$ cat src/rtl/csfp_pkg.sv
// Shared types, frame letter codes and parse phase codes for the setpoint frame parser.
// No dependencies.
package csfp_pkg;

  localparam int unsigned ByteW  = 8;
  localparam int unsigned ValueW = 15;
  localparam int unsigned PhaseW = 3;

  // frame letters
  localparam logic [ByteW-1:0] ChHead1  = 8'h4C;  // 'L'
  localparam logic [ByteW-1:0] ChHead2  = 8'h4D;  // 'M'
  localparam logic [ByteW-1:0] ChTarget = 8'h4A;  // 'J'
  localparam logic [ByteW-1:0] ChReal   = 8'h4B;  // 'K'
  localparam logic [ByteW-1:0] ChEnd    = 8'h5A;  // 'Z'

  // parse phases
  localparam logic [PhaseW-1:0] PhIdle  = 3'd0;
  localparam logic [PhaseW-1:0] PhHead  = 3'd1;
  localparam logic [PhaseW-1:0] PhAddr  = 3'd2;
  localparam logic [PhaseW-1:0] PhData1 = 3'd3;
  localparam logic [PhaseW-1:0] PhData2 = 3'd4;
  localparam logic [PhaseW-1:0] PhDataE = 3'd5;
  localparam logic [PhaseW-1:0] PhCheck = 3'd6;

  typedef struct packed {
    logic              emit;
    logic [ValueW-1:0] target_value;
    logic [ValueW-1:0] real_value;
  } csfp_result_t;

  // high nibble * 10 + low nibble, at most 165
  function automatic logic [ByteW-1:0] bcd_like(input logic [ByteW-1:0] b);
    logic [ByteW-1:0] hi;
    logic [ByteW-1:0] lo;
    hi = {4'd0, b[7:4]};
    lo = {4'd0, b[3:0]};
    return (hi << 3) + (hi << 1) + lo;
  endfunction

endpackage

$ cat src/rtl/csfp_if.sv
// Handshake channels of the setpoint frame parser: received bytes in, setpoint pairs out.
// Depends on csfp_pkg.
interface csfp_byte_if;
  logic                      valid;
  logic                      ready;
  logic [csfp_pkg::ByteW-1:0] rx_byte;

  modport source (output valid, output rx_byte, input ready);
  modport sink   (input valid, input rx_byte, output ready);
endinterface

interface csfp_result_if;
  logic                       valid;
  logic                       ready;
  logic [csfp_pkg::ValueW-1:0] target_value;
  logic [csfp_pkg::ValueW-1:0] real_value;

  modport source (output valid, output target_value, output real_value, input ready);
  modport sink   (input valid, input target_value, input real_value, output ready);
endinterface

$ cat src/rtl/csfp_in_stage.sv
// Input register of the setpoint frame parser: holds one received byte until it is parsed.
// Depends on csfp_pkg.
module csfp_in_stage (
  input  logic                       clk_i,
  input  logic                       rst_ni,
  input  logic                       valid_i,
  output logic                       ready_o,
  input  logic [csfp_pkg::ByteW-1:0] byte_i,
  input  logic                       take_i,
  output logic                       valid_o,
  output logic [csfp_pkg::ByteW-1:0] byte_o
);
  import csfp_pkg::*;

  logic             valid_q, valid_d;
  logic [ByteW-1:0] byte_q;

  // free when empty or when the held byte is consumed this cycle
  assign ready_o = !valid_q || take_i;
  // a new beat refills the register; otherwise a taken byte empties it
  assign valid_d = (valid_i && ready_o) ? 1'b1 : (take_i ? 1'b0 : valid_q);

  always_ff @(posedge clk_i or negedge rst_ni) begin
    if (!rst_ni) begin
      valid_q <= 1'b0;
    end else begin
      valid_q <= valid_d;
    end
  end

  always_ff @(posedge clk_i) begin
    if (valid_i && ready_o) begin
      byte_q <= byte_i;
    end
  end

  assign valid_o = valid_q;
  assign byte_o  = byte_q;

endmodule

$ cat src/rtl/csfp_core.sv
// Frame state machine, running checksum and pending setpoints of the frame parser.
// Depends on csfp_pkg.
module csfp_core (
  input  logic                       clk_i,
  input  logic                       rst_ni,
  input  logic                       fire_i,
  input  logic [csfp_pkg::ByteW-1:0] byte_i,
  output csfp_pkg::csfp_result_t     res_o
);
  import csfp_pkg::*;

  logic [PhaseW-1:0] phase_q, phase_d;
  logic [ByteW-1:0]  sum_q, sum_d;
  logic              dbg_q, dbg_d;
  logic [ValueW-1:0] tgt_q, tgt_d;
  logic [ValueW-1:0] rel_q, rel_d;
  logic              emit;
  logic [ByteW-1:0]  sum_add;
  logic [ByteW-1:0]  conv;
  logic [ValueW-1:0] hundreds;

  assign sum_add  = sum_q + byte_i;
  assign conv     = bcd_like(byte_i);
  assign hundreds = ValueW'({7'd0, conv} * 15'd100);

  always_comb begin
    phase_d = phase_q;
    sum_d   = sum_q;
    dbg_d   = dbg_q;
    tgt_d   = tgt_q;
    rel_d   = rel_q;
    emit    = 1'b0;
    if (fire_i) begin
      if (phase_q == PhCheck) begin
        // letters mean nothing here; wait for the sum
        if (byte_i == sum_q) begin
          emit    = 1'b1;
          phase_d = PhIdle;
        end
      end else begin
        case (byte_i)
          ChHead1: begin
            phase_d = PhHead;
            sum_d   = byte_i;
          end
          ChHead2: begin
            if (phase_q == PhHead) begin
              phase_d = PhAddr;
              sum_d   = sum_add;
            end else begin
              phase_d = PhIdle;
              sum_d   = '0;
            end
          end
          ChTarget, ChReal: begin
            if (phase_q == PhAddr) begin
              phase_d = PhData1;
              sum_d   = sum_add;
              dbg_d   = (byte_i == ChReal);
            end else begin
              phase_d = PhIdle;
              sum_d   = '0;
            end
          end
          ChEnd: begin
            if (phase_q == PhDataE) begin
              phase_d = PhCheck;
              sum_d   = sum_add;
            end else begin
              phase_d = PhIdle;
              sum_d   = '0;
            end
          end
          default: begin
            if (phase_q == PhData1) begin
              phase_d = PhData2;
              sum_d   = sum_add;
              if (dbg_q) rel_d = hundreds;
              else       tgt_d = hundreds;
            end else if (phase_q == PhData2) begin
              phase_d = PhDataE;
              sum_d   = sum_add;
              if (dbg_q) rel_d = rel_q + ValueW'(conv);
              else       tgt_d = tgt_q + ValueW'(conv);
            end
          end
        endcase
      end
    end
  end

  always_ff @(posedge clk_i or negedge rst_ni) begin
    if (!rst_ni) begin
      phase_q <= PhIdle;
      sum_q   <= '0;
      dbg_q   <= 1'b0;
      tgt_q   <= '0;
      rel_q   <= '0;
    end else begin
      phase_q <= phase_d;
      sum_q   <= sum_d;
      dbg_q   <= dbg_d;
      tgt_q   <= tgt_d;
      rel_q   <= rel_d;
    end
  end

  assign res_o.emit         = emit;
  assign res_o.target_value = tgt_q;
  assign res_o.real_value   = rel_q;

  a_emit_in_check: assert property (@(posedge clk_i) disable iff (!rst_ni)
    emit |-> phase_q == PhCheck)
    else $error("result outside check phase");

  a_emit_to_idle: assert property (@(posedge clk_i) disable iff (!rst_ni)
    emit |=> phase_q == PhIdle)
    else $error("parser not idle after result");

  a_head_sum: assert property (@(posedge clk_i) disable iff (!rst_ni)
    phase_q == PhHead |-> sum_q == ChHead1)
    else $error("bad sum in head phase");

  a_addr_sum: assert property (@(posedge clk_i) disable iff (!rst_ni)
    phase_q == PhAddr |-> sum_q == ByteW'(ChHead1 + ChHead2))
    else $error("bad sum in addr phase");

endmodule

$ cat src/rtl/csfp_out_stage.sv
// Result register of the setpoint frame parser: holds one setpoint pair until taken.
// Depends on csfp_pkg.
module csfp_out_stage (
  input  logic                        clk_i,
  input  logic                        rst_ni,
  input  csfp_pkg::csfp_result_t      res_i,
  output logic                        free_o,
  output logic                        valid_o,
  input  logic                        ready_i,
  output logic [csfp_pkg::ValueW-1:0] target_value_o,
  output logic [csfp_pkg::ValueW-1:0] real_value_o
);
  import csfp_pkg::*;

  logic              valid_q;
  logic [ValueW-1:0] tgt_q;
  logic [ValueW-1:0] rel_q;

  assign free_o = !valid_q || ready_i;

  always_ff @(posedge clk_i or negedge rst_ni) begin
    if (!rst_ni) begin
      valid_q <= 1'b0;
    end else if (free_o) begin
      valid_q <= res_i.emit;
    end
  end

  always_ff @(posedge clk_i) begin
    if (free_o && res_i.emit) begin
      tgt_q <= res_i.target_value;
      rel_q <= res_i.real_value;
    end
  end

  assign valid_o        = valid_q;
  assign target_value_o = tgt_q;
  assign real_value_o   = rel_q;

endmodule

$ cat src/rtl/checksummed_setpoint_frame_parser.sv
// Setpoint frame parser: received UART bytes in, committed setpoint pairs out.
// Depends on csfp_pkg, csfp_if, csfp_in_stage, csfp_core and csfp_out_stage.
//
// Takes one byte a beat and parses the frame 'L' 'M' cmd d1 d2 'Z' sum, where cmd 'J'
// loads the target setpoint and 'K' the debug real value, each data byte being read as
// high nibble * 10 + low nibble and the pair as d1 * 100 + d2. When a byte after 'Z'
// equals the 8-bit sum of the six frame bytes, one result beat carries both pending
// values; on a mismatch the parser keeps waiting for a byte that matches. An 'L' outside
// the checksum wait restarts the frame; any other frame letter out of place drops the
// parser to idle. A byte passes through an input register and is parsed by single-level
// logic into the result register. The block takes one byte per clock as long as the result
// side keeps up; a held result stalls parsing only while the result register is occupied.
module checksummed_setpoint_frame_parser (
  input  logic                 clk_i,
  input  logic                 rst_ni,
  csfp_byte_if.sink            in_if,
  csfp_result_if.source        out_if
);
  import csfp_pkg::*;

  logic             stage_valid;
  logic [ByteW-1:0] stage_byte;
  logic             out_free;
  logic             fire;
  csfp_result_t     core_res;

  // a held byte is parsed once the result register can take whatever it yields
  assign fire = stage_valid && out_free;

  csfp_in_stage u_in (
    .clk_i   (clk_i),
    .rst_ni  (rst_ni),
    .valid_i (in_if.valid),
    .ready_o (in_if.ready),
    .byte_i  (in_if.rx_byte),
    .take_i  (fire),
    .valid_o (stage_valid),
    .byte_o  (stage_byte)
  );

  csfp_core u_core (
    .clk_i  (clk_i),
    .rst_ni (rst_ni),
    .fire_i (fire),
    .byte_i (stage_byte),
    .res_o  (core_res)
  );

  csfp_out_stage u_out (
    .clk_i          (clk_i),
    .rst_ni         (rst_ni),
    .res_i          (core_res),
    .free_o         (out_free),
    .valid_o        (out_if.valid),
    .ready_i        (out_if.ready),
    .target_value_o (out_if.target_value),
    .real_value_o   (out_if.real_value)
  );

endmodule

$ cat src/flat_wrapper.sv
// flat-port wrapper written by rule: the top's interface ports become plain ports
module checksummed_setpoint_frame_parser_flat import csfp_pkg::*;
  (clk_i, rst_ni, in_if_valid, in_if_rx_byte, in_if_ready, out_if_valid, out_if_target_value, out_if_real_value, out_if_ready);
  csfp_byte_if in_if_i ();
  csfp_result_if out_if_i ();
  input  logic clk_i;
  input  logic rst_ni;
  input wire logic [$bits(in_if_i.valid)-1:0] in_if_valid;
  input wire logic [$bits(in_if_i.rx_byte)-1:0] in_if_rx_byte;
  output wire logic [$bits(in_if_i.ready)-1:0] in_if_ready;
  output wire logic [$bits(out_if_i.valid)-1:0] out_if_valid;
  output wire logic [$bits(out_if_i.target_value)-1:0] out_if_target_value;
  output wire logic [$bits(out_if_i.real_value)-1:0] out_if_real_value;
  input wire logic [$bits(out_if_i.ready)-1:0] out_if_ready;
  assign in_if_i.valid = in_if_valid;
  assign in_if_i.rx_byte = in_if_rx_byte;
  assign in_if_ready = in_if_i.ready;
  assign out_if_valid = out_if_i.valid;
  assign out_if_target_value = out_if_i.target_value;
  assign out_if_real_value = out_if_i.real_value;
  assign out_if_i.ready = out_if_ready;
  checksummed_setpoint_frame_parser u_core (.clk_i(clk_i), .rst_ni(rst_ni), .in_if(in_if_i), .out_if(out_if_i));
endmodule
$ cat config.mk
export PLATFORM = sky130hd
export DESIGN_NAME = checksummed_setpoint_frame_parser_flat
export DESIGN_NICKNAME = d
export VERILOG_FILES = /design/src/rtl/csfp_pkg.sv /design/src/rtl/csfp_if.sv /design/src/rtl/csfp_in_stage.sv /design/src/rtl/csfp_core.sv /design/src/rtl/csfp_out_stage.sv /design/src/rtl/checksummed_setpoint_frame_parser.sv /design/src/flat_wrapper.sv
export SDC_FILE = /design/constraint.sdc
export NUM_CORES = 1
export LEC_CHECK = 0
export ABC_AREA = 0
export BUFFER_PORTS_ARGS = -buffer_cell sky130_fd_sc_hd__buf_2
export CAP_MARGIN = 5
export CORE_ASPECT_RATIO = 0.75
export CORE_MARGIN = 1.5
export CORE_UTILIZATION = 28
export DETAILED_ROUTE_END_ITERATION = 6
export SLEW_MARGIN = 10
export SYNTH_ARGS = -nofsm -noshare
export SYNTH_HDL_FRONTEND = slang
export SYNTH_SLANG_ARGS = --single-unit
$ cat constraint.sdc
create_clock -name clk_i -period 6.3 [get_ports clk_i]
set_input_delay 1.575 -clock clk_i [delete_from_list [all_inputs] [get_ports clk_i]]
set_output_delay 1.575 -clock clk_i [all_outputs]
set_load 0.02 [all_outputs]
==> impl_summary.txt, run 1 <==
----------------------------------------------------
[Clock network]
  PostCTS Resize Cnt ... 0
  Clock root buffer ... sky130_fd_sc_hd__clkbuf_16
  CTS tree ... built
  Clock insertion delay at the later pin of the skew report ... 340 ps
  Clock-pin slew on the worst setup and hold paths ... 70 ps
  Number of levels the H-tree was split into ... 3
  Post-CTS Setup Inserts ... 0
  Total clock sinks ... 82
  Number of buffers inserted during clock tree synthesis ... 9
  Deepest clock path buffer count ... 2
  Post-CTS Hold Fix Bufs ... 0

[Power and ir drop]
  Power density over the cells ... 404 nW/µm²
  Maximum resistive drop on vdd ... 0.000168 V
  Leakage dissipation ... 0.00257 µW

[Timing]
  Final Setup Violations ... 0
  Slack of the critical path ... 1410 ps
  Number of hold-slack violations in the final timing report ... 0
  Minimum clock period after layout ... 4890 ps
  Top achievable clock speed ... 204 MHz
  Sum of negative setup slack ... 0 ps
  Actual transition at the worst max-transition pin ... 887 ps
  Max-slew violations ... 0
  Largest clock skew in the final design ... 7.73 ps
  Unrepaired setup endpoints after global routing ... no
  Final period util ... 77.7%
  Slew HR ... 40.5%

[Critical path]
  Category of the critical setup timing path ... reg -> reg
  Required arrival time at the worst endpoint ... 6490 ps
  Slowest cell on the critical path ... sky130_fd_sc_hd__fa_1
  Maximum fanout count along the critical path ... 5
  Data arrival time of the critical path ... 5090 ps
  CP cell instances ... inv_1 -> fa_1 -> inv_1 -> ha_1 -> a21o_1 -> a21oi_1 -> xnor2_1 -> ha_1 -> ha_1 -> ha_1 -> ha_1 -> or3_1 -> or2_2 -> o221ai_1 -> xor2_1 -> nor2_1 -> a41oi_1 -> o211ai_1
  Type of element capturing the critical path ... flip-flop
  Kind of start point of the critical path ... flip-flop
  Largest incremental delay on the critical path ... 590 ps
  Crit path top cell by count ... sky130_fd_sc_hd__ha_1

[Yosys]
  Leading area contributor after synthesis ... sky130_fd_sc_hd__edfxtp_1
  Mean instance size in the synthesized netlist ... 10.1 µm²
  Fraction of synthesized cell area taken by the top area cell type ... 21.5%
  Number of enable-type register cells in the synthesized netlist ... 38
  Largest cells by area after synthesis ... sky130_fd_sc_hd__edfxtp_1 21%, sky130_fd_sc_hd__dfrtp_1 21%, sky130_fd_sc_hd__ha_1 14%
  Post-Synthesis Cell Area ... 5310 µm²
  Most numerous cell types in the synthesized netlist ... 59 x sky130_fd_sc_hd__ha_1, 50 x sky130_fd_sc_hd__nand2_1, 44 x sky130_fd_sc_hd__dfrtp_1, 39 x sky130_fd_sc_hd__a21oi_1, 38 x sky130_fd_sc_hd__edfxtp_1
  Flip-flop and latch count after synthesis ... 82
  Gate Count Post-Synth ... 528
  Number of synthesis warnings ... 0
  Synth Net Count ... 606
  Distinct cells, synth ... 60
  Post-synth top flop ... sky130_fd_sc_hd__dfrtp_1
  Most common cell in the synthesized netlist ... sky130_fd_sc_hd__ha_1
  Post-synthesis sequential area ratio ... 42.2%
  Synth async-reset ratio ... 53.7%

[Drt]
  Total DRC errors in the routed layout ... 0
  DR iter-0 viols ... 271
  Drt wl/cell ... 14.4 µm
  Number of vias after detailed routing ... 3968
  Total routed wirelength ... 11.8 mm
  First-pass iteration count of the detailed router ... 4
  Post-detailed-route count of antenna-violating nets ... 0
  Vias per cell ... 4.83

[Floorplanning]
  DIE WIDTH ... 162 µm
  Initial Util ... 28.7%
  Die span in y ... 122 µm
  Ports placed on the boundary ... 44
  Area of the placeable core ... 18500 µm²
  Number of rows in the core area ... 43
  Total die area ... 19800 µm²

[GRT]
  Global-route wire length before repair ... 19.8 mm
  Total grt overflow ... 0
  Vias in the first global route ... 3751
  Number of antenna violations at the first check in global routing ... 0
  Largest net degree at the start of global routing ... 45
  Total routing usage reported by global routing ... 12.9%

[Cells and area]
  Synthesis-to-layout area growth ... 14.7%
  Share of final-layout standard cells stronger than drive strength 1 ... 14.1%
  Fin nets ... 648
  Number of diodes ... 0
  Number of fill cells in the layout ... 1914

[Placed design]
  Placer congestion estimate ... 0.857
  HPWL after detailed placement ... 8.72 mm
  Placement Setup Slack ... 1420 ps
  IO Port Bufs ... 43

[Run status]
  Outcome ... completed

[Job]
  Count of max-cap constraint violations ... 0

[Worst hold path]
  Type of the worst min-delay path ... reg -> reg

----------------------------------------------------
-- worst max-delay path, delay by kind of cell (launching register included) --
kind | cells | cell delay, ps
fa+ha+maj | 6 | 2020
flops | 1 | 430
simple gates | 3 | 770
compound gates | 5 | 850
xor+xnor | 2 | 520
buf+inv | 2 | 160
-- path summary, 6_finish.rpt --
path | from | endpoint | slack, ps | cells after the start
worst max-delay path | u_core.u_in.byte_o[3] | u_core.u_core.tgt_q[13] | 1410 | 18
worst min-delay path | u_core.u_core.rel_q[10] | u_core.u_out.real_value_o[10] | 490 | 0
worst max register to register | u_core.u_in.byte_o[3] | u_core.u_core.tgt_q[13] | 1410 | 18
worst min register to register | u_core.u_core.rel_q[10] | u_core.u_out.real_value_o[10] | 490 | 0
max in group asynchronous | rst_ni | u_core.u_core.rel_q[3] | 4510 | 2
min in group asynchronous | rst_ni | u_core.u_core.sum_q[5] | 1310 | 2
-- power breakdown --
part	internal [µW]	total, µW	switching, µW	leakage [µW]
clock network	279	525	246	0.000139
logic	517	1210	689	0.00158
registers	643	730	87.7	0.000854
-- through the flow --
stage | utilization (%) | hold slack [ps] | power, µW | area (µm²) | instances
after floorplan | - | 447 | 1670 | 5310 | 528
after global placement | 31.3 | 464 | 1940 | 5790 | 806
after detailed placement | 31.3 | 461 | 1940 | 5790 | 806
after CTS | 32.9 | 490 | 2480 | 6090 | 822
after global routing | 32.9 | 505 | 2700 | 6090 | 822
final | 32.9 | 494 | 2460 | 6090 | 822
-- kinds of logic (layout without fill, tap and decap cells) --
family	Yosys count	in the layout	share of synthesized area, %
AOI/OAI and AO/OA	155	155	18.9
xor gates and xnor gates	25	25	4.12
adders and majority gates	66	66	16.5
buffers and inverters	46	93	3.61
DFF	82	82	42.2
muxes	3	3	0.613
and+or+nand+nor	151	151	14.0
-- area by class of cell --
cell class | count | area (µm²) | area share [%]
Sequential cell | 82 | 2240 | 36.8
Timing Repair Buffer | 47 | 245 | 4.03
Inverter | 30 | 113 | 1.85
Multi-Input combinational cell | 400 | 2880 | 47.3
Tap cell | 247 | 309 | 5.08
Clock inverter | 7 | 71.3 | 1.17
Clock buffer | 9 | 225 | 3.70
-- sequential cells by signal (all words and copies together) (netlist names) --
signal and cells:
u_core.u_core.rel_q 15, u_core.u_core.tgt_q 15, u_core.u_out.real_value_o 15, u_core.u_out.target_value_o 15
u_core.u_core.sum_q 8, u_core.u_in.byte_o 8, u_core.u_core.phase_q 3, u_core.u_core.dbg_q 1
u_core.u_in.valid_o 1, u_core.u_out.valid_o 1
-- cell usage in the layout, fill, tap and decap left out, types with 3 or more instances in the layout --
| master | netlist | final |
|---|---|---|
| sky130_fd_sc_hd__ha_1 | 59 | 59 |
| sky130_fd_sc_hd__nand2_1 | 50 | 50 |
| sky130_fd_sc_hd__dfrtp_1 | 44 | 44 |
| sky130_fd_sc_hd__buf_2 | 3 | 43 |
| sky130_fd_sc_hd__a21oi_1 | 39 | 39 |
| sky130_fd_sc_hd__edfxtp_1 | 38 | 38 |
| sky130_fd_sc_hd__o21ai_0 | 32 | 32 |
| sky130_fd_sc_hd__nor2_1 | 32 | 31 |
| sky130_fd_sc_hd__inv_1 | 29 | 29 |
| sky130_fd_sc_hd__nand3_1 | 17 | 17 |
| sky130_fd_sc_hd__xnor2_1 | 15 | 15 |
| sky130_fd_sc_hd__a21o_1 | 12 | 12 |
| sky130_fd_sc_hd__xor2_1 | 10 | 10 |
| sky130_fd_sc_hd__nand2b_1 | 10 | 10 |
| sky130_fd_sc_hd__o21a_1 | 10 | 10 |
| sky130_fd_sc_hd__nor3_1 | 10 | 9 |
| sky130_fd_sc_hd__clkbuf_16 | 0 | 9 |
| sky130_fd_sc_hd__a211oi_1 | 8 | 8 |
| sky130_fd_sc_hd__o21bai_1 | 7 | 7 |
| sky130_fd_sc_hd__o22ai_1 | 7 | 7 |
| sky130_fd_sc_hd__o211ai_1 | 7 | 7 |
| sky130_fd_sc_hd__a31oi_1 | 7 | 7 |
| sky130_fd_sc_hd__fa_1 | 7 | 7 |
| sky130_fd_sc_hd__or3_1 | 6 | 6 |
| sky130_fd_sc_hd__nor2b_1 | 6 | 6 |
| sky130_fd_sc_hd__a2bb2oi_1 | 5 | 5 |
| sky130_fd_sc_hd__buf_4 | 0 | 4 |
| sky130_fd_sc_hd__a21oi_2 | 3 | 3 |
| sky130_fd_sc_hd__or2_2 | 3 | 3 |
| sky130_fd_sc_hd__nand4_1 | 3 | 3 |
-- layer usage --
layer / up-vias / track usage [%] / wire (µm)
met5: - / 0 / 0
met4: 0 / 2.69 / 68
met3: 6 / 2.97 / 712
met2: 107 / 18.7 / 4900
met1: 1843 / 19.4 / 6140
li1: 2012 / - / -
Power figures use the tool's default switching activity.
==> run 2, diff against run 1 <==
==> constraint.sdc (replaced) <==
create_clock -name clk_i -period 4 [get_ports clk_i]
set_input_delay 1 -clock clk_i [delete_from_list [all_inputs] [get_ports clk_i]]
set_output_delay 1 -clock clk_i [all_outputs]
set_load 0.02 [all_outputs]
==> run 2 against run 1 <==
  * The flow now finishes with violations (negative setup slack)
  * Wire length increased by 7.9%
  * Sequential cell count unchanged
  * Worst hold slack improved by 1.8 ps
  * Sequential share of layout area decreased by 4.0 points
  * Die area unchanged
  * Critical path depth increased by 1
  * First-iteration DRC count decreased by 15%
  * Setup slack got worse by 1700 ps
==> impl_summary.txt, run 2 (synthesis gave the netlist of run 1 again) <==
----------------------------------------------------
[Drt]
  Number of vias after detailed routing ... 4130 (+4.1%)
  Drt wl/cell ... 14.7 µm (+2.2%)
  Total routed wirelength ... 12.8 mm (+7.9%)
  DR iter-0 viols ... 230 (-15%)
  Total DRC errors in the routed layout ... 0 (unchanged)
  Post-detailed-route count of antenna-violating nets ... 0 (unchanged)
  Vias per cell ... 4.76 (-1.4%)
  First-pass iteration count of the detailed router ... 4 (unchanged)

[Cells and area]
  Number of diodes ... 0 (unchanged)
  Share of final-layout standard cells stronger than drive strength 1 ... 28.7% (+15 points)
  Area occupied by registers ... 2240 µm² (unchanged)
  Number of fill cells in the layout ... 1839 (-3.9%)
  Commonest non-fill, non-tap cell in the layout ... sky130_fd_sc_hd__nand2_1
  Final Cell Area ... 6830 µm² (+12%)
  Number of standard cells in the layout, taps in and fillers out ... 868 (+5.6%)
  Synthesis-to-layout area growth ... 28.7%
  Total area of multi-input combinational cells ... 3270 µm² (+13%)
  Highest-count cells in the layout ignoring fill and taps ... 50 x sky130_fd_sc_hd__nand2_1, 46 x sky130_fd_sc_hd__buf_4, 44 x sky130_fd_sc_hd__ha_1, 44 x sky130_fd_sc_hd__dfrtp_1, 43 x sky130_fd_sc_hd__buf_2
  Utilization after layout ... 36.9% (+4.0 points)
  Fin nets ... 694 (+7.1%)

[Clock network]
  Clock root buffer ... sky130_fd_sc_hd__clkbuf_16
  CTS tree ... built
  Number of levels the H-tree was split into ... 3 (unchanged)
  Post-CTS Hold Fix Bufs ... 0 (unchanged)
  Total clock sinks ... 82 (unchanged)
  Deepest clock path buffer count ... 2 (unchanged)
  Clock-pin slew on the worst setup and hold paths ... 70 ps (about the same)
  Clock insertion delay at the later pin of the skew report ... 340 ps (about the same)
  Number of buffers inserted during clock tree synthesis ... 9 (unchanged)

[Run status]
  Violated checks ... negative setup slack
  Outcome ... finished with violations

[Critical path]
  Kind of cell adding the most delay to the critical path ... adder cells
  CP cell instances ... inv_2 -> fa_1 -> inv_1 -> ha_1 -> a21o_1 -> a21oi_4 -> xnor2_2 -> ha_1 -> ha_1 -> ha_1 -> ha_2 -> or3_4 -> buf_6 -> o21bai_1 -> a31oi_1 -> xnor2_1 -> nand2_1 -> o31a_1 -> o22ai_1
  Worst path buffer plus inverter count ... 3 (+1)
  Crit path top cell by count ... sky130_fd_sc_hd__ha_1
  Worst setup path startpoint ... u_core.u_in.byte_o[4]
  Data arrival time of the critical path ... 4580 ps (-510 ps)
  Maximum fanout count along the critical path ... 3 (-2)
  Slowest cell on the critical path ... sky130_fd_sc_hd__fa_1
  Type of element capturing the critical path ... flip-flop
  Kind of start point of the critical path ... flip-flop
  Required arrival time at the worst endpoint ... 4260 ps (-2230 ps)
  Crit Reg-Reg Startpoint ... u_core.u_in.byte_o[4]
  Category of the critical setup timing path ... reg -> reg
  Largest incremental delay on the critical path ... 580 ps (about the same)

[Timing]
  Minimum clock period after layout ... 4320 ps (-572 ps)
  Largest clock skew in the final design ... 6.21 ps (-1.52 ps)
  Final Setup Violations ... 9 (+9)
  Final period util ... 108% (+30 points)
  Slack of the critical path ... -322 ps (-1730 ps)
  Top achievable clock speed ... 231 MHz (+13%)
  Max-slew violations ... 0 (unchanged)
  Worst hold margin ... 496 ps (+1.76 ps)
  Actual transition at the worst max-transition pin ... 871 ps (-16.2 ps)
  Unrepaired setup endpoints after global routing ... yes
  Slew HR ... 41.9% (+1.4 points)
  Number of hold-slack violations in the final timing report ... 0 (unchanged)

[GRT]
  Total grt overflow ... 0 (unchanged)
  Total routing usage reported by global routing ... 13.2% (+0.33 points)
  Largest net degree at the start of global routing ... 36 (-20%)
  Number of antenna violations at the first check in global routing ... 0 (unchanged)
  Vias in the first global route ... 3912 (+4.3%)
  Global-route wire length before repair ... 20.4 mm (+3.2%)

[Power and ir drop]
  Cell Int Power ... 2940 µW (+100%)
  Logic gate share of total power ... 60.4% (+11 points)
  Switching power summed over all nets ... 2020 µW (+97%)
  Sequential power share ... 23.0% (-6.7 points)
  Power density over the cells ... 725 nW/µm² (+79%)
  Switching fraction of total power ... 40.7% (-0.82 points)
  Leakage dissipation ... 0.00284 µW (+10%)
  Maximum resistive drop on vdd ... 0.000406 V (+140%)
  Clk network pwr share ... 16.6% (-4.7 points)

[Placed design]
  IO Port Bufs ... 43 (unchanged)
  Standard cell area after detailed placement ... 6200 µm² (+7.0%)
  HPWL after detailed placement ... 9.38 mm (+7.6%)
  DP Cell Count ... 846 (+5.0%)
  Placer congestion estimate ... 0.821 (-4.2%)

[Worst hold path]
  Beginning of the worst hold path ... u_core.u_core.rel_q[10]
  Type of the worst min-delay path ... reg -> reg

[Floorplanning]
  Die span in y ... 122 µm (unchanged)
  Initial Util ... 28.7% (unchanged)
  DIE WIDTH ... 162 µm (unchanged)
  Ports placed on the boundary ... 44 (unchanged)
  Total die area ... 19800 µm² (unchanged)
  Area of the placeable core ... 18500 µm² (unchanged)
  Number of rows in the core area ... 43 (unchanged)

[Job]
  Count of max-cap constraint violations ... 0 (unchanged)

----------------------------------------------------
[run 2: cell types whose count changed in the layout (fill, tap and decap cells not counted), moves of 4 or more]
cell	change
sky130_fd_sc_hd__xnor2_2	+4
sky130_fd_sc_hd__ha_1	-15
sky130_fd_sc_hd__buf_4	+42
sky130_fd_sc_hd__a211oi_1	-4
sky130_fd_sc_hd__ha_4	+12
sky130_fd_sc_hd__a21oi_2	+5
sky130_fd_sc_hd__inv_2	+4
sky130_fd_sc_hd__o21ai_0	-4
sky130_fd_sc_hd__xnor2_1	-5
sky130_fd_sc_hd__buf_6	+4
sky130_fd_sc_hd__inv_1	-4
sky130_fd_sc_hd__a21oi_1	-6
sky130_fd_sc_hd__nor2_1	-4
[run 2: power groups by stage]
stage	clock network (µW)	registers, µW	logic, µW
floorplan	0	1100	1640
global placement	0	1150	2310
detailed placement	0	1150	2320
CTS	846	1140	2580
global route	885	1150	3300
finish	822	1140	2990
[run 2: per-layer routing]
layer | track usage (%) | wire (µm)
met4 | 3.38 | 129
met5 | 0 | 0
met3 | 2.53 | 479
met1 | 19.8 | 6790
met2 | 19.4 | 5360
[run 2: worst paths after layout]
check	endpoint	slack, ps	cells after the start
worst max-delay path	u_core.u_core.rel_q[14]	-320	19
worst min-delay path	u_core.u_out.real_value_o[10]	500	0
worst max register to register	u_core.u_core.rel_q[14]	-320	19
worst min register to register	u_core.u_out.real_value_o[10]	500	0
max in group asynchronous	u_core.u_core.tgt_q[5]	2540	2
min in group asynchronous	u_core.u_core.sum_q[3]	760	1
[run 2: repair_timing]
action,4_1_cts,5_1_grt
buffers inserted,3,4
setup endpoints to repair,12,13
resized for setup,20,33
pin swaps,17,17
[run 2: layout make-up]
class | instances | share of cell area, %
tap | 247 | 4.52
clock buffer | 9 | 3.30
timing repair buffer | 93 | 8.86
multi-input combinational | 400 | 47.8
inverter | 30 | 1.65
clock inverter | 7 | 1.04
sequential | 82 | 32.8
[run 2: through the flow]
stage | worst slack (ps) | total power, µW | setup TNS, ps
after floorplan | -224 | 2740 | -394
after global placement | -267 | 3460 | -2300
after detailed placement | -316 | 3470 | -2600
after CTS | -310 | 4560 | -1280
after global routing | -530 | 5340 | -3900
final | -322 | 4950 | -1390
==> run 3, diff against run 2 <==
--- a/config.mk
+++ b/config.mk
@@ -10,8 +10,9 @@
 export CAP_MARGIN = 5
 export CORE_ASPECT_RATIO = 0.75
 export CORE_MARGIN = 1.5
-export CORE_UTILIZATION = 28
+export CORE_UTILIZATION = 47
 export DETAILED_ROUTE_END_ITERATION = 6
+export PLACE_DENSITY = 0.65
 export SLEW_MARGIN = 10
 export SYNTH_ARGS = -nofsm -noshare
 export SYNTH_HDL_FRONTEND = slang
==> constraint.sdc (replaced) <==
create_clock -name clk_i -period 4.6 [get_ports clk_i]
set_input_delay 1.15 -clock clk_i [delete_from_list [all_inputs] [get_ports clk_i]]
set_output_delay 1.15 -clock clk_i [all_outputs]
set_load 0.02 [all_outputs]
==> run 3 against run 2 <==
  * The flow finishes with violations (design-rule violations)
  * Die area is 40% lower
  * Core utilization up 21 points
  * Worst hold slack worse by 13 ps
  * Sequential share of layout area increased by 2.6 points
  * Design area is 7.3% lower
  * First-iteration DRC count up 24%
  * Wire length fell by 1.7%
  * Clock skew about the same
  * Setup slack improved by 470 ps
  * Critical path depth unchanged
  * Combinational power fell by 32%
  * Non-clock buffer count is 24 lower
==> impl_summary.txt, run 3 (synthesis gave the netlist of run 1 again) <==
----------------------------------------------------
[Drt]
  Total DRC errors in the routed layout ... 3 (+3)
  First-pass iteration count of the detailed router ... 7 (+3)
  Drt wl/cell ... 17.0 µm (+16%)
  Number of vias after detailed routing ... 4234 (+2.5%)
  Post-detailed-route count of antenna-violating nets ... 0 (unchanged)
  Vias per cell ... 5.74 (+21%)
  DR iter-0 viols ... 286 (+24%)
  Total routed wirelength ... 12.5 mm (-1.7%)

[Critical path]
  Required arrival time at the worst endpoint ... 4820 ps (+560 ps)
  CP cell instances ... inv_2 -> fa_2 -> inv_2 -> ha_4 -> a21o_1 -> a21oi_2 -> nor2b_1 -> o21a_1 -> ha_1 -> ha_1 -> ha_1 -> ha_2 -> or3_4 -> or2_2 -> o221ai_2 -> xor2_1 -> nor2_2 -> a41oi_2 -> o211ai_1
  Kind of cell adding the most delay to the critical path ... adder cells
  Slowest cell on the critical path ... sky130_fd_sc_hd__fa_2
  Worst reg2reg endpoint ... u_core.u_core.tgt_q[13]
  Data arrival time of the critical path ... 4680 ps (+100 ps)
  Worst path buffer plus inverter count ... 2 (-1)
  Kind of start point of the critical path ... flip-flop
  Crit Reg-Reg Startpoint ... u_core.u_in.byte_o[4]
  Worst reg2reg setup slack ... 140 ps (+470 ps)
  Worst-case reg-to-reg path depth ... 19 (unchanged)
  Crit path top cell by count ... sky130_fd_sc_hd__ha_1
  Largest incremental delay on the critical path ... 590 ps (about the same)
  Type of element capturing the critical path ... flip-flop
  Category of the critical setup timing path ... reg -> reg
  Maximum fanout count along the critical path ... 3 (unchanged)

[Timing]
  Sum of negative setup slack ... 0 ps (+1390 ps)
  Final period util ... 96.9% (-11 points)
  Largest clock skew in the final design ... 6.62 ps (+0.418 ps)
  Max-slew violations ... 0 (unchanged)
  Final Setup Violations ... 0 (-9)
  Number of hold-slack violations in the final timing report ... 0 (unchanged)
  Top achievable clock speed ... 224 MHz (-3.0%)
  Slew HR ... 46.8% (+4.9 points)
  Minimum clock period after layout ... 4460 ps (+134 ps)
  Actual transition at the worst max-transition pin ... 795 ps (-76.0 ps)

[Placed design]
  HPWL after detailed placement ... 8.85 mm (-5.7%)
  DP Cell Count ... 712 (-16%)
  IO Port Bufs ... 43 (unchanged)
  Placer congestion estimate ... 0.869 (+5.9%)

[Clock network]
  Clock root buffer ... sky130_fd_sc_hd__clkbuf_16
  Number of buffers inserted during clock tree synthesis ... 9 (unchanged)
  Number of levels the H-tree was split into ... 3 (unchanged)
  CTS tree ... built
  Clock insertion delay at the later pin of the skew report ... 350 ps (about the same)
  Deepest clock path buffer count ... 2 (unchanged)
  Clock-pin slew on the worst setup and hold paths ... 70 ps (about the same)
  Total clock sinks ... 82 (unchanged)
  Post-CTS Hold Fix Bufs ... 0 (unchanged)

[Floorplanning]
  Area of the placeable core ... 11000 µm² (-41%)
  Ports placed on the boundary ... 44 (unchanged)
  Total die area ... 11900 µm² (-40%)
  Die span in y ... 95.0 µm (-22%)
  DIE WIDTH ... 126 µm (-22%)
  Number of rows in the core area ... 33 (-23%)
  Initial Util ... 48.3% (+20 points)

[Power and ir drop]
  Pwr Total ... 3840 µW (-22%)
  Power density over the cells ... 607 nW/µm² (-16%)
  Maximum resistive drop on vdd ... 0.000440 V (+8.5%)
  Leakage dissipation ... 0.00272 µW (-4.0%)

[Worst hold path]
  Type of the worst min-delay path ... reg -> reg
  Beginning of the worst hold path ... u_core.u_core.rel_q[14]
  Worst hold path stage count ... 0 (unchanged)
  Capture endpoint of the worst hold path ... u_core.u_out.real_value_o[14]

[Run status]
  Violated checks ... design-rule violations
  Outcome ... finished with violations

[Cells and area]
  Highest-count cells in the layout ignoring fill and taps ... 50 x sky130_fd_sc_hd__nand2_1, 50 x sky130_fd_sc_hd__ha_1, 44 x sky130_fd_sc_hd__dfrtp_1
  Share of final-layout standard cells stronger than drive strength 1 ... 21.9% (-6.7 points)
  Number of standard cells in the layout, taps in and fillers out ... 737 (-15%)
  Number of diodes ... 0 (unchanged)
  Number of fill cells in the layout ... 941 (-49%)
  Fin nets ... 670 (-3.5%)
  Utilization after layout ... 57.6% (+21 points)
  Synthesis-to-layout area growth ... 19.3%

[GRT]
  Total routing usage reported by global routing ... 21.7% (+8.5 points)
  Vias in the first global route ... 4112 (+5.1%)
  Total grt overflow ... 0 (unchanged)
  Global-route wire length before repair ... 20.1 mm (-1.5%)
  Number of antenna violations at the first check in global routing ... 0 (unchanged)
  Largest net degree at the start of global routing ... 45 (+25%)

[Job]
  Count of max-cap constraint violations ... 0 (unchanged)

----------------------------------------------------
[run 3: cell types whose count changed in the layout (fill, tap and decap cells not counted), sizes merged]
cell      delta
clkinvlp     -1
buf         -24
bufinv       +2
inv          -2
clkinv       +1
[run 3: worst max path at each step]
| stage | endpoint | slack [ps] | cells past startpoint | from |
|---|---|---|---|---|
| after global placement | u_core.u_core.tgt_q[13] | 90 | 18 | u_core.u_in.byte_o[3] |
| after global routing | u_core.u_core.tgt_q[13] | -40 | 19 | u_core.u_in.byte_o[4] |
| after CTS | u_core.u_core.tgt_q[13] | 3 | 18 | u_core.u_in.byte_o[3] |
| final | u_core.u_core.tgt_q[13] | 140 | 19 | u_core.u_in.byte_o[4] |
| after detailed placement | u_core.u_core.tgt_q[13] | -30 | 18 | u_core.u_in.byte_o[3] |
| after floorplan | u_core.u_core.tgt_q[13] | 120 | 18 | u_core.u_in.byte_o[3] |
[run 3: repair_timing]
item / CTS / global route
resized for setup: 3 / 27
pin swaps: 2 / 24
setup buffers: 2 / 7
gates cloned: 0 / 0
setup endpoints to repair: 2 / 10
[run 3: cell type report]
type | count | area (µm²) | share of cell area, %
sequential | 82 | 2240 | 35.4
multi-input combinational | 400 | 3050 | 48.2
clock inverter | 7 | 109 | 1.72
timing repair buffer | 69 | 410 | 6.48
clock buffer | 9 | 225 | 3.56
inverter | 30 | 116 | 1.84
tap | 140 | 175 | 2.77
[run 3: power breakdown]
| group | leakage (µW) | total [µW] | internal, µW | switching, µW |
|---|---|---|---|---|
| Sequential | 0.000854 | 991 | 880 | 111 |
| Combinational | 0.00170 | 2030 | 926 | 1110 |
| Clock | 0.000164 | 819 | 487 | 332 |
[run 3: layer usage]
metal,part of all wire [%],wire [µm],up-vias,global-route usage (%)
met5,0,0,-,0
met4,1.7,213,0,8.82
met3,5.1,634,17,4.26
met2,44,5570,103,33.6
met1,49,6120,2049,30.1
li1,-,-,2065,-
[run 3: per-stage QoR]
step / cell area, µm² / setup slack, ps / hold WS, ps
5_1_grt: 6330 / -42.2 / 498
3_3_place_gp: 5760 / 93.4 / 463
3_5_place_dp: 5760 / -31.9 / 466
4_1_cts: 6120 / 2.97 / 483
6_report: 6330 / 143 / 483
2_1_floorplan: 5310 / 119 / 447
[run 3: worst register-to-register path, stage by stage (launching register included)]
cell and delay [ps]:
sky130_fd_sc_hd__edfxtp_1 370, sky130_fd_sc_hd__inv_2 60, sky130_fd_sc_hd__fa_2 590, sky130_fd_sc_hd__inv_2 50, sky130_fd_sc_hd__ha_4 200, sky130_fd_sc_hd__a21o_1 160
sky130_fd_sc_hd__a21oi_2 200, sky130_fd_sc_hd__nor2b_1 80, sky130_fd_sc_hd__o21a_1 200, sky130_fd_sc_hd__ha_1 270, sky130_fd_sc_hd__ha_1 270, sky130_fd_sc_hd__ha_1 290
sky130_fd_sc_hd__ha_2 170, sky130_fd_sc_hd__or3_4 390, sky130_fd_sc_hd__or2_2 290, sky130_fd_sc_hd__o221ai_2 160, sky130_fd_sc_hd__xor2_1 220, sky130_fd_sc_hd__nor2_2 90
sky130_fd_sc_hd__a41oi_2 160, sky130_fd_sc_hd__o211ai_1 90
